[src/rtl/dor_pkg.sv]
package dor_pkg;

   // Address split, from the low end: column, row, bank, rank.
   localparam int COL_BITS    = 10;
   localparam int ROW_BITS    = 6;
   localparam int BANK_BITS   = 3;
   localparam int RANK_BITS   = 1;
   localparam int BURST_BYTES = 8;

   localparam int TOTAL_BITS  = COL_BITS + ROW_BITS + BANK_BITS + RANK_BITS;
   localparam int TAG_BITS    = BANK_BITS + RANK_BITS;
   localparam int TAG_COUNT   = 1 << TAG_BITS;

   // Payload widths.
   localparam int ADDR_W      = 20;
   localparam int LEN_W       = 3;
   localparam int DATA_W      = 32;
   localparam int DATA_BYTES  = DATA_W / 8;

   // Memory words are one burst wide.
   localparam int WORD_BYTES  = BURST_BYTES;
   localparam int WORD_W      = WORD_BYTES * 8;
   localparam int OFFS_W      = $clog2(WORD_BYTES);
   localparam int WORD_AW     = TOTAL_BITS - OFFS_W;
   localparam int WORD_COUNT  = 1 << WORD_AW;

   // Commands from the controller to the datapath.
   typedef struct packed {
      logic load_req;
      logic access0;
      logic access1;
      logic capture_lo;
      logic load_rsp;
   } dor_cmd_type;

   // Status from the datapath to the controller.
   typedef struct packed {
      logic crossed;
      logic out_of_range;
      logic rsp_free;
   } dor_status_type;

   typedef enum logic [3:0] {
      ST_IDLE = 4'b0001,
      ST_ACC0 = 4'b0010,
      ST_ACC1 = 4'b0100,
      ST_DONE = 4'b1000
   } dor_state_type;

endpackage

[src/rtl/dor_ctrl.sv]
module dor_ctrl (
   input  logic                    clock,
   input  logic                    reset,
   input  logic                    req_valid,
   input  dor_pkg::dor_status_type status,
   output dor_pkg::dor_cmd_type    cmd,
   output logic                    ready
);

   import dor_pkg::*;

   dor_state_type state_ff;
   dor_state_type state_in;
   logic          accept;

   always_comb begin
      cmd      = '0;
      ready    = 1'b0;
      state_in = state_ff;
      unique case (state_ff)
         ST_IDLE: begin
            ready = 1'b1;
         end
         ST_ACC0: begin
            if (status.out_of_range) begin
               state_in = ST_DONE;
            end else begin
               cmd.access0 = 1'b1;
               state_in    = status.crossed ? ST_ACC1 : ST_DONE;
            end
         end
         ST_ACC1: begin
            cmd.access1    = 1'b1;
            cmd.capture_lo = 1'b1;
            state_in       = ST_DONE;
         end
         ST_DONE: begin
            if (status.rsp_free) begin
               cmd.load_rsp = 1'b1;
               ready        = 1'b1;
               state_in     = ST_IDLE;
            end
         end
         default: begin
            state_in = ST_IDLE;
         end
      endcase
      accept = ready && req_valid;
      if (accept) begin
         cmd.load_req = 1'b1;
         state_in     = ST_ACC0;
      end
   end

   always_ff @(posedge clock) begin
      if (reset) begin
         state_ff <= ST_IDLE;
      end else begin
         state_ff <= state_in;
      end
   end

endmodule

[config.mk]
export PLATFORM = sky130hd
export DESIGN_NAME = dor_ctrl
export DESIGN_NICKNAME = d
export VERILOG_FILES = /design/src/rtl/dor_pkg.sv /design/src/rtl/dor_ctrl.sv
export SDC_FILE = /design/constraint.sdc
export NUM_CORES = 1
export LEC_CHECK = 0
export ABC_AREA = 0
export ABC_CLOCK_PERIOD_IN_PS = 1700
export BUFFER_PORTS_ARGS = -buffer_cell sky130_fd_sc_hd__buf_4
export CAP_MARGIN = 10
export CORE_AREA = 2 2 39 41
export CTS_CLUSTER_DIAMETER = 200
export DETAILED_ROUTE_END_ITERATION = 8
export DIE_AREA = 0 0 41 43
export SLEW_MARGIN = 10
export SYNTH_ARGS = -nofsm -noshare
export SYNTH_HDL_FRONTEND = slang
export SYNTH_SLANG_ARGS = --single-unit
[constraint.sdc]
create_clock -name clock -period 1.7 [get_ports clock]
set_clock_uncertainty 0.15 [all_clocks]
set_input_delay 0.085 -clock clock [delete_from_list [all_inputs] [get_ports clock]]
set_output_delay 0.085 -clock clock [all_outputs]
set_load 0.03 [all_outputs]
# Word level (Yosys, flattened, before mapping)
# Cells that the tools add are included.
word_totals:
  register_bits: 4
  latchBits: 0
  ram_bits: 0
  romBits: 0
  in_bits: 6
  output_inout_bits: 6
  elab_cells: 26
  memories: 0
classes:
  addsub: 0
  mul: 0
  n_div: 0
  order_cmp: 0
  n_eq_ne: 7
  n_shift: 0
  muxes: 12
  n_bitwise: 1
  n_reduce_logical: 4
ops:
  columns: ["cell", "n"]
  rows:
  - ["one-hot mux 4 bit (4 select lines)", 1]
  - ["2-to-1 mux 4 bit", 3]
  - ["2-to-1 mux 1 bit", 5]
  - ["== test 4 x 1 -> 1 bit, second input constant", 1]
  - ["== test 4 x 2 -> 1 bit, second input constant", 1]
  - ["== test 4 x 3 -> 1 bit, second input constant", 1]
  - ["== test 4 bit, second input constant", 1]
  - ["2-to-1 mux 2 bit", 2]
  - ["inequality test 2 bit, second input constant", 2]
  - ["AND reduction 2 bit", 2]
  - ["inequality test 3 bit, second input constant", 1]
  - ["one-hot mux 1 bit (2 select lines)", 1]
  - ["OR reduction 2 bit", 1]
  - ["logical AND 1 bit", 1]
  - ["NOT 1 bit", 1]

# Logic depth before layout (Yosys ltp)
# Gate-level depths: netlist of run 1.
depth:
  depth_word: 5
  mapped_depth: 4
  ltp_nobuf: 4

# Worst setup path before layout of run 1
# OpenSTA, ideal clock, no wires.
synth_path:
  path_type: "register -> output"
  from: "register state_ff[3]"
  to: "output port cmd[2] in the netlist's numbering"
  arrival_time_ns: 1.982
  required_ns: 1.465
  setup_slack_ns: -0.517
  path_stages_with_launch: 3
  path_buffers: 1
  path_cell_list: "dfxtp_1 -> nor4b_1 -> buf_4"
synth_lines:
  columns: ["item", "line", "text"]
  rows:
  - ["start: declaration", "dor_ctrl.sv:12", "dor_state_type state_ff;"]
  - ["start signal: assignment", "dor_ctrl.sv:59", "state_ff <= state_in;"]
  - ["end: declaration", "dor_ctrl.sv:6", "output dor_pkg::dor_cmd_type cmd,"]

==> results of run 1 <==
==> Yosys cell counts <==
library cell	count
a211oi_2	1
a21oi_1	1
and2_4	1
and3_2	1
and4b_2	1
and4bb_2	1
buf_4	2
dfxtp_1	4
inv_1	1
nand2_1	1
nand2b_1	3
nand3b_1	1
nor2_1	2
nor2b_1	1
nor3_1	3
nor4_1	1
nor4b_1	1
o21ai_0	1
o41ai_2	1
==> report_power, final <==
| group | internal, W | switching [W] | total (W) |
|---|---|---|---|
| clock network | 0.0000788 | 0.0000367 | 0.000116 |
| registers | 0.0000986 | 0.00000689 | 0.000105 |
| logic | 0.0000330 | 0.0000286 | 0.0000616 |
| total | 0.000210 | 0.0000722 | 0.000283 |
==> cell families (layout without fill, tap and decap cells) <==
logic type | after synthesis | in the layout | share of synthesized area
and+or+nand+nor | 17 | 17 | 0.4528
AOI/OAI and AO/OA | 4 | 4 | 0.1542
DFF | 4 | 4 | 0.3184
buffers and inverters | 3 | 18 | 0.07460
==> worst max-delay path, delay by kind of cell (launching register included) <==
family                 cells  cell delay, ns
AND/OR/NAND/NOR            2            0.41
buffers and inverters      1            0.16
flip-flops                 1            0.34
AO/OA/AOI/OAI              1            0.26
==> through the flow <==
stage               power (W)  hold slack [ns]    util
finish              0.0002826          0.09058  0.2948
global route        0.0002987           0.1063  0.2948
global placement    0.0001626           0.1247  0.2550
CTS                 0.0002880          0.08132  0.2939
detailed placement  0.0001629           0.1238  0.2550
floorplan           0.0001433          0.01164       -
==> worst paths after layout <==
path / cells past startpoint / start / to / slack (ns)
hold reg to reg: 3 / state_ff[0] / state_ff[2] / 0.47
setup / recovery: 4 / state_ff[0] / cmd[4] / 0.05
setup reg to reg: 4 / state_ff[3] / state_ff[0] / 0.31
hold / removal: 4 / status[2] / state_ff[2] / 0.09
==> routing by layer <==
layer | GRT usage | vias to the layer above | share of wire
met4 | 0.06000 | 0 | 0.010
met5 | 0 | - | 0
met1 | 0.09355 | 124 | 0.44
met2 | 0.09375 | 9 | 0.49
met3 | 0.03141 | 2 | 0.057
li1 | - | 131 | -
==> repair_timing <==
item	CTS	global route
setup buffers	0	0
endpoints found under the setup margin	1	1
hold endpoints to repair	4	0
gates resized for setup	1	1
hold buffers	3	0
==> cell type report <==
type / count / area [um2]
clock buffer: 3 / 22.52
fill: 142 / 975.9
inverter: 1 / 3.754
multi-input combinational: 21 / 166.4
sequential: 4 / 82.58
tap: 16 / 20.02
timing repair buffer: 14 / 112.6
==> Flow_metrics.wiki, run 1 <==
{| class="wikitable"
! Metric !! Value
|-
| Result of the run || finished, final reports clean
|-
| Register bank with the most flops || state_ff
|-
| Cell Chain, Critical Path || nand3b_1, a211oi_4, and2_4, buf_4
|-
| Combined area of all synthesized cells || 251.5 um2
|-
| Count of vias placed by the detailed router || 266
|-
| Max-capacitance violation count || 0
|-
| Starting utilization of the core area || 0.1817
|-
| Hold Fails Final Rpt || 0
|-
| Synth area leader || dfxtp_1
|-
| First-pass GRT wire length || 807 um
|-
| Number of search-and-repair iterations in the first detailed-routing pass || 2
|-
| Library cell contributing the largest single delay on the critical path || dfxtp_2
|-
| Period minus WS final || 1.645 ns
|-
| Final slew viol count || 0
|-
| Main area contributors after synthesis || dfxtp_1 32%, nand2b_1 7.5%, o41ai_2 6.5%
|-
| Maximum number of pins on one net before global-route repair || 9
|-
| Global routing usage summed across all routing layers || 0.07437
|-
| Estimated wirelength of the detail-placed design || 478.1 um
|-
| Highest clock frequency the design can meet || ~610 MHz
|-
| Final total negative setup slack || 0 ns
|-
| Floorplan die area || about 0.0018 mm2
|-
| Post-synthesis net count || 34
|-
| Fin worst setup slack || about 0.055 ns
|-
| Number of global-route vias before repair || 196
|-
| Non-filler instance count after layout || roughly 60
|-
| Commonest non-fill, non-tap cells in the layout || 11 x buf_4, 3 x nand2b_1, 3 x nor3_1, 3 x clkbuf_4, 3 x dlygate4sd3_1
|-
| Proportion of synthesized chip area in sequential cells || 0.3184
|-
| Horizontal extent of the die || 41 um
|-
| Number of buffers added by the clock tree synthesis step || 3
|-
| Number of levels the H-tree was split into || 1
|-
| Highest cell delay on the worst timing path || 0.34 ns
|-
| Average vias per placed instance || around 4.5
|-
| Worst relative slew slack || 0.7542
|-
| Largest registers || state_ff (4)
|-
| RSZ-0062 raised after global routing || false
|-
| Crit path DAT || 1.41 ns
|-
| Power per unit of standard cell area || 692.9 mW/mm2
|-
| Max FFs per register || 4
|-
| Post-synthesis cell type count || 19
|-
| Final routed wire length divided by cell count || 9.797 um
|-
| Remaining DRCs || 0
|-
| Initial antenna violation count || 0
|-
| Post-layout instance area || 407.9 um2
|-
| Overall routed net length || 578 um
|-
| Pre-CTS setup slack || 0.2313 ns
|-
| Area delta synth->final || 62.19%
|-
| Type of the tightest min-delay check || input pin to flop
|-
| CTS clock-pin slew for the worst setup and hold paths || 0.04 ns
|-
| GRT Residual Overflow || 0
|-
| Post-detailed-route count of antenna-violating nets || 0
|-
| Standby leakage power || 0.1735 nW
|-
| TritonCTS clock tree || built
|-
| Number of rows in the core area || 14
|-
| Drt first-iter violations || 2
|-
| Fin nets || 51
|-
| Final period utilization || 0.9679
|-
| Average cell area after synthesis || 8.982 um2
|-
| Number of I/O port buffers || 11
|-
| CTS Root Buffer Type || clkbuf_4
|-
| Gpl congestion || 0.6845
|-
| Inst Count DP || 53
|-
| Crit path capture type || output pin
|-
| Leading cell type in the layout, fill and taps excluded || buf_4
|-
| CTS sink cnt || 4
|-
| Placement-stage cell area || ~350 um2
|-
| Critical path required time || 1.46 ns
|-
| Yosys reg bits || 4
|-
| Share of post-route cells with drive strength above 1 || 0.5349
|-
| Worst setup SP type || flop
|-
| Number of instances in the synthesized netlist || 28
|-
| Top cell type's share of synthesized area || 0.3184
|-
| Boundary pin count || 12
|-
| Crit Path Category || flop to output pin
|-
| Max clock buf depth || 2
|-
| Worst-case vdd ir drop || 0.0002370 V
|-
| Finish-stage setup viols || 0
|-
| Biggest fanout along the worst timing path || 7
|-
| Clock latency at the later pin of the worst-skew pair || approximately 0.23 ns
|-
| Warnings, synthesis || 0
|-
| Die outline height || 43 um
|-
| Slew @ Worst Pin || 0.3677 ns
|-
| Antenna Cells || 0
|-
| Total core area || between 0.001 and 0.0015 mm2
|}
(Power assumes the default switching activity.)
==> run 2: changes to the inputs <==
Settings changed: RECOVER_POWER set to 100.
==> run 2 against run 1 <==
Final cell count unchanged. First-iteration DRC count unchanged. Clock-buffer cell count unchanged. Highest routed layer unchanged. Global-route usage unchanged.
==> Flow_metrics.wiki, run 2 (synthesized netlist as in run 1, its figures left out) <==
{| class="wikitable"
! Metric !! Value
|-
| CTS sink cnt || 4
|-
| Biggest fanout along the worst timing path || 7
|-
| Post-CTS repair timing setup buffer count || 0
|-
| CTS clock-pin slew for the worst setup and hold paths || 0.04 ns
|-
| Final period utilization || 0.9659
|-
| Estimated wirelength of the detail-placed design || 478.1 um
|-
| Type of the tightest min-delay check || input pin to flop
|-
| Critical path required time || approximately 1.5 ns
|-
| Power per unit of standard cell area || 712.1 mW/mm2
|-
| Number of global-route vias before repair || 196
|-
| Worst setup SP type || flop
|-
| Number of rows in the core area || 14
|-
| Number of search-and-repair iterations in the first detailed-routing pass || 2
|-
| Highest cell delay on the worst timing path || 0.34 ns
|-
| Crit path capture type || output pin
|-
| Global routing usage summed across all routing layers || 0.07437
|-
| Count of vias placed by the detailed router || 266
|-
| Crit Path Category || flop to output pin
|-
| Number of buffers added by the clock tree synthesis step || 3
|-
| Initial antenna violation count || 0
|-
| Gpl congestion || slightly below 0.7
|-
| Drt first-iter violations || 2
|-
| Result of the run || finished, final reports clean
|-
| Number of levels the H-tree was split into || 1
|-
| Final routed wire length divided by cell count || 9.814 um
|-
| Final total negative setup slack || 0 ns
|-
| Pre-CTS setup slack || 0.2313 ns
|-
| Standby leakage power || 0.1681 nW
|-
| Largest delay share family, worst path || simple AND/OR/NAND/NOR gates
|-
| Clock latency at the later pin of the worst-skew pair || 0.23 ns
|-
| Worst relative slew slack || 0.7570
|-
| Period minus WS final || 1.642 ns
|-
| Worst-case vdd ir drop || 0.0002368 V
|-
| Floorplan die area || 0.001763 mm2
|-
| Overall routed net length || 579 um
|-
| Commonest non-fill, non-tap cells in the layout || 6 x buf_4, 3 x nand2b_1, 3 x nor3_1, 3 x clkbuf_4, 3 x dlygate4sd3_1
|-
| Horizontal extent of the die || 41 um
|-
| RSZ-0062 raised after global routing || false
|-
| Area delta synth->final || 56.72%
|-
| Register bank with the most flops || state_ff
|-
| Largest registers || state_ff (4)
|-
| Leading cell type in the layout, fill and taps excluded || buf_4
|-
| Remaining DRCs || 0
|-
| Final slew viol count || 0
|-
| Maximum number of pins on one net before global-route repair || 9
|-
| GRT Residual Overflow || 0
|-
| Placement-stage cell area || approximately 350 um2
|-
| Fin nets || 51
|-
| Finish-stage setup viols || 0
|-
| Hold Fails Final Rpt || 0
|-
| Number of I/O port buffers || 11
|-
| Number of filler instances in the final layout || roughly 150
|-
| Antenna Cells || 0
|-
| CTS Root Buffer Type || clkbuf_4
|-
| Max clock buf depth || 2
|-
| Highest clock frequency the design can meet || ~610 MHz
|-
| Max-capacitance violation count || 0
|-
| Share of post-route cells with drive strength above 1 || 0.5116
|-
| Library cell contributing the largest single delay on the critical path || dfxtp_2
|-
| Die outline height || 43 um
|-
| TritonCTS clock tree || built
|-
| Starting utilization of the core area || 0.1817
|-
| Post-layout instance area || 394.1 um2
|-
| Average vias per placed instance || 4.508
|-
| Boundary pin count || 12
|-
| First-pass GRT wire length || a little over 800 um
|-
| Fin worst setup slack || 0.05798 ns
|-
| Total core area || around 0.0014 mm2
|-
| Post-detailed-route count of antenna-violating nets || 0
|-
| Final Hold Slack || about 0.09 ns
|-
| Cell Chain, Critical Path || nand3b_1, a211oi_4, and2_4, buf_4
|-
| Max FFs per register || 4
|-
| Slew @ Worst Pin || 0.3660 ns
|-
| Crit path DAT || 1.41 ns
|-
| Crit path buf inv count || 1
|}
==> run 2: changes by cell type in the layout (fill, tap and decap cells not counted), sizes merged <==
| cell | delta |
|---|---|
| clkbuf | +3 |
| buf | -3 |
==> run 2: path summary, 6_finish.rpt <==
check	cells past startpoint	to	from	slack [ns]
max	4	cmd[4]	state_ff[0]	0.06
min	4	state_ff[2]	status[2]	0.09
max reg2reg	4	state_ff[0]	state_ff[3]	0.31
min reg2reg	3	state_ff[2]	state_ff[0]	0.47
==> run 2: timing repair <==
action | 4_1_cts | 5_1_grt
endpoints found under the hold margin | 4 | 0
hold buffers | 3 | 0
setup endpoints to repair | 1 | 1
gates resized for setup | 1 | 1
==> run 2: layout make-up <==
type | count | area, um2 | share of cell area
sequential | 4 | 82.58 | 0.2095
multi-input combinational | 21 | 166.4 | 0.4222
clock buffer | 3 | 22.52 | 0.05714
tap | 16 | 20.02 | 0.05079
inverter | 1 | 3.754 | 0.009524
timing repair buffer | 14 | 98.84 | 0.2508
==> run 2: where the power goes <==
part	leakage, nW	internal [W]	total, W	switching, W
clock network	0.0138	0.0000788	0.000116	0.0000367
logic	0.121	0.0000311	0.0000597	0.0000285
registers	0.0329	0.0000986	0.000105	0.00000689
==> run 2: per-layer routing <==
layer  vias up  GRT usage  part of all wire
li1        131          -                 -
met1       124    0.09355              0.44
met4         0    0.06000             0.010
met2         9    0.09375              0.49
met5         -          0                 0
met3         2    0.03141             0.059
==> run 2: through the flow <==
stage	std cells	total power (W)	utilization
CTS	59	0.0002880	0.2939
detailed placement	53	0.0001629	0.2550
global placement	53	0.0001626	0.2550
global route	59	0.0002967	0.2848
floorplan	28	0.0001433	-
finish	59	0.0002807	0.2848
==> run 2: worst register-to-register path, delay by kind of cell, from the launching register on <==
family	cells	cell delay (ns)
AOI/OAI and AO/OA	2	0.39
and+or+nand+nor	2	0.36
DFF	1	0.39
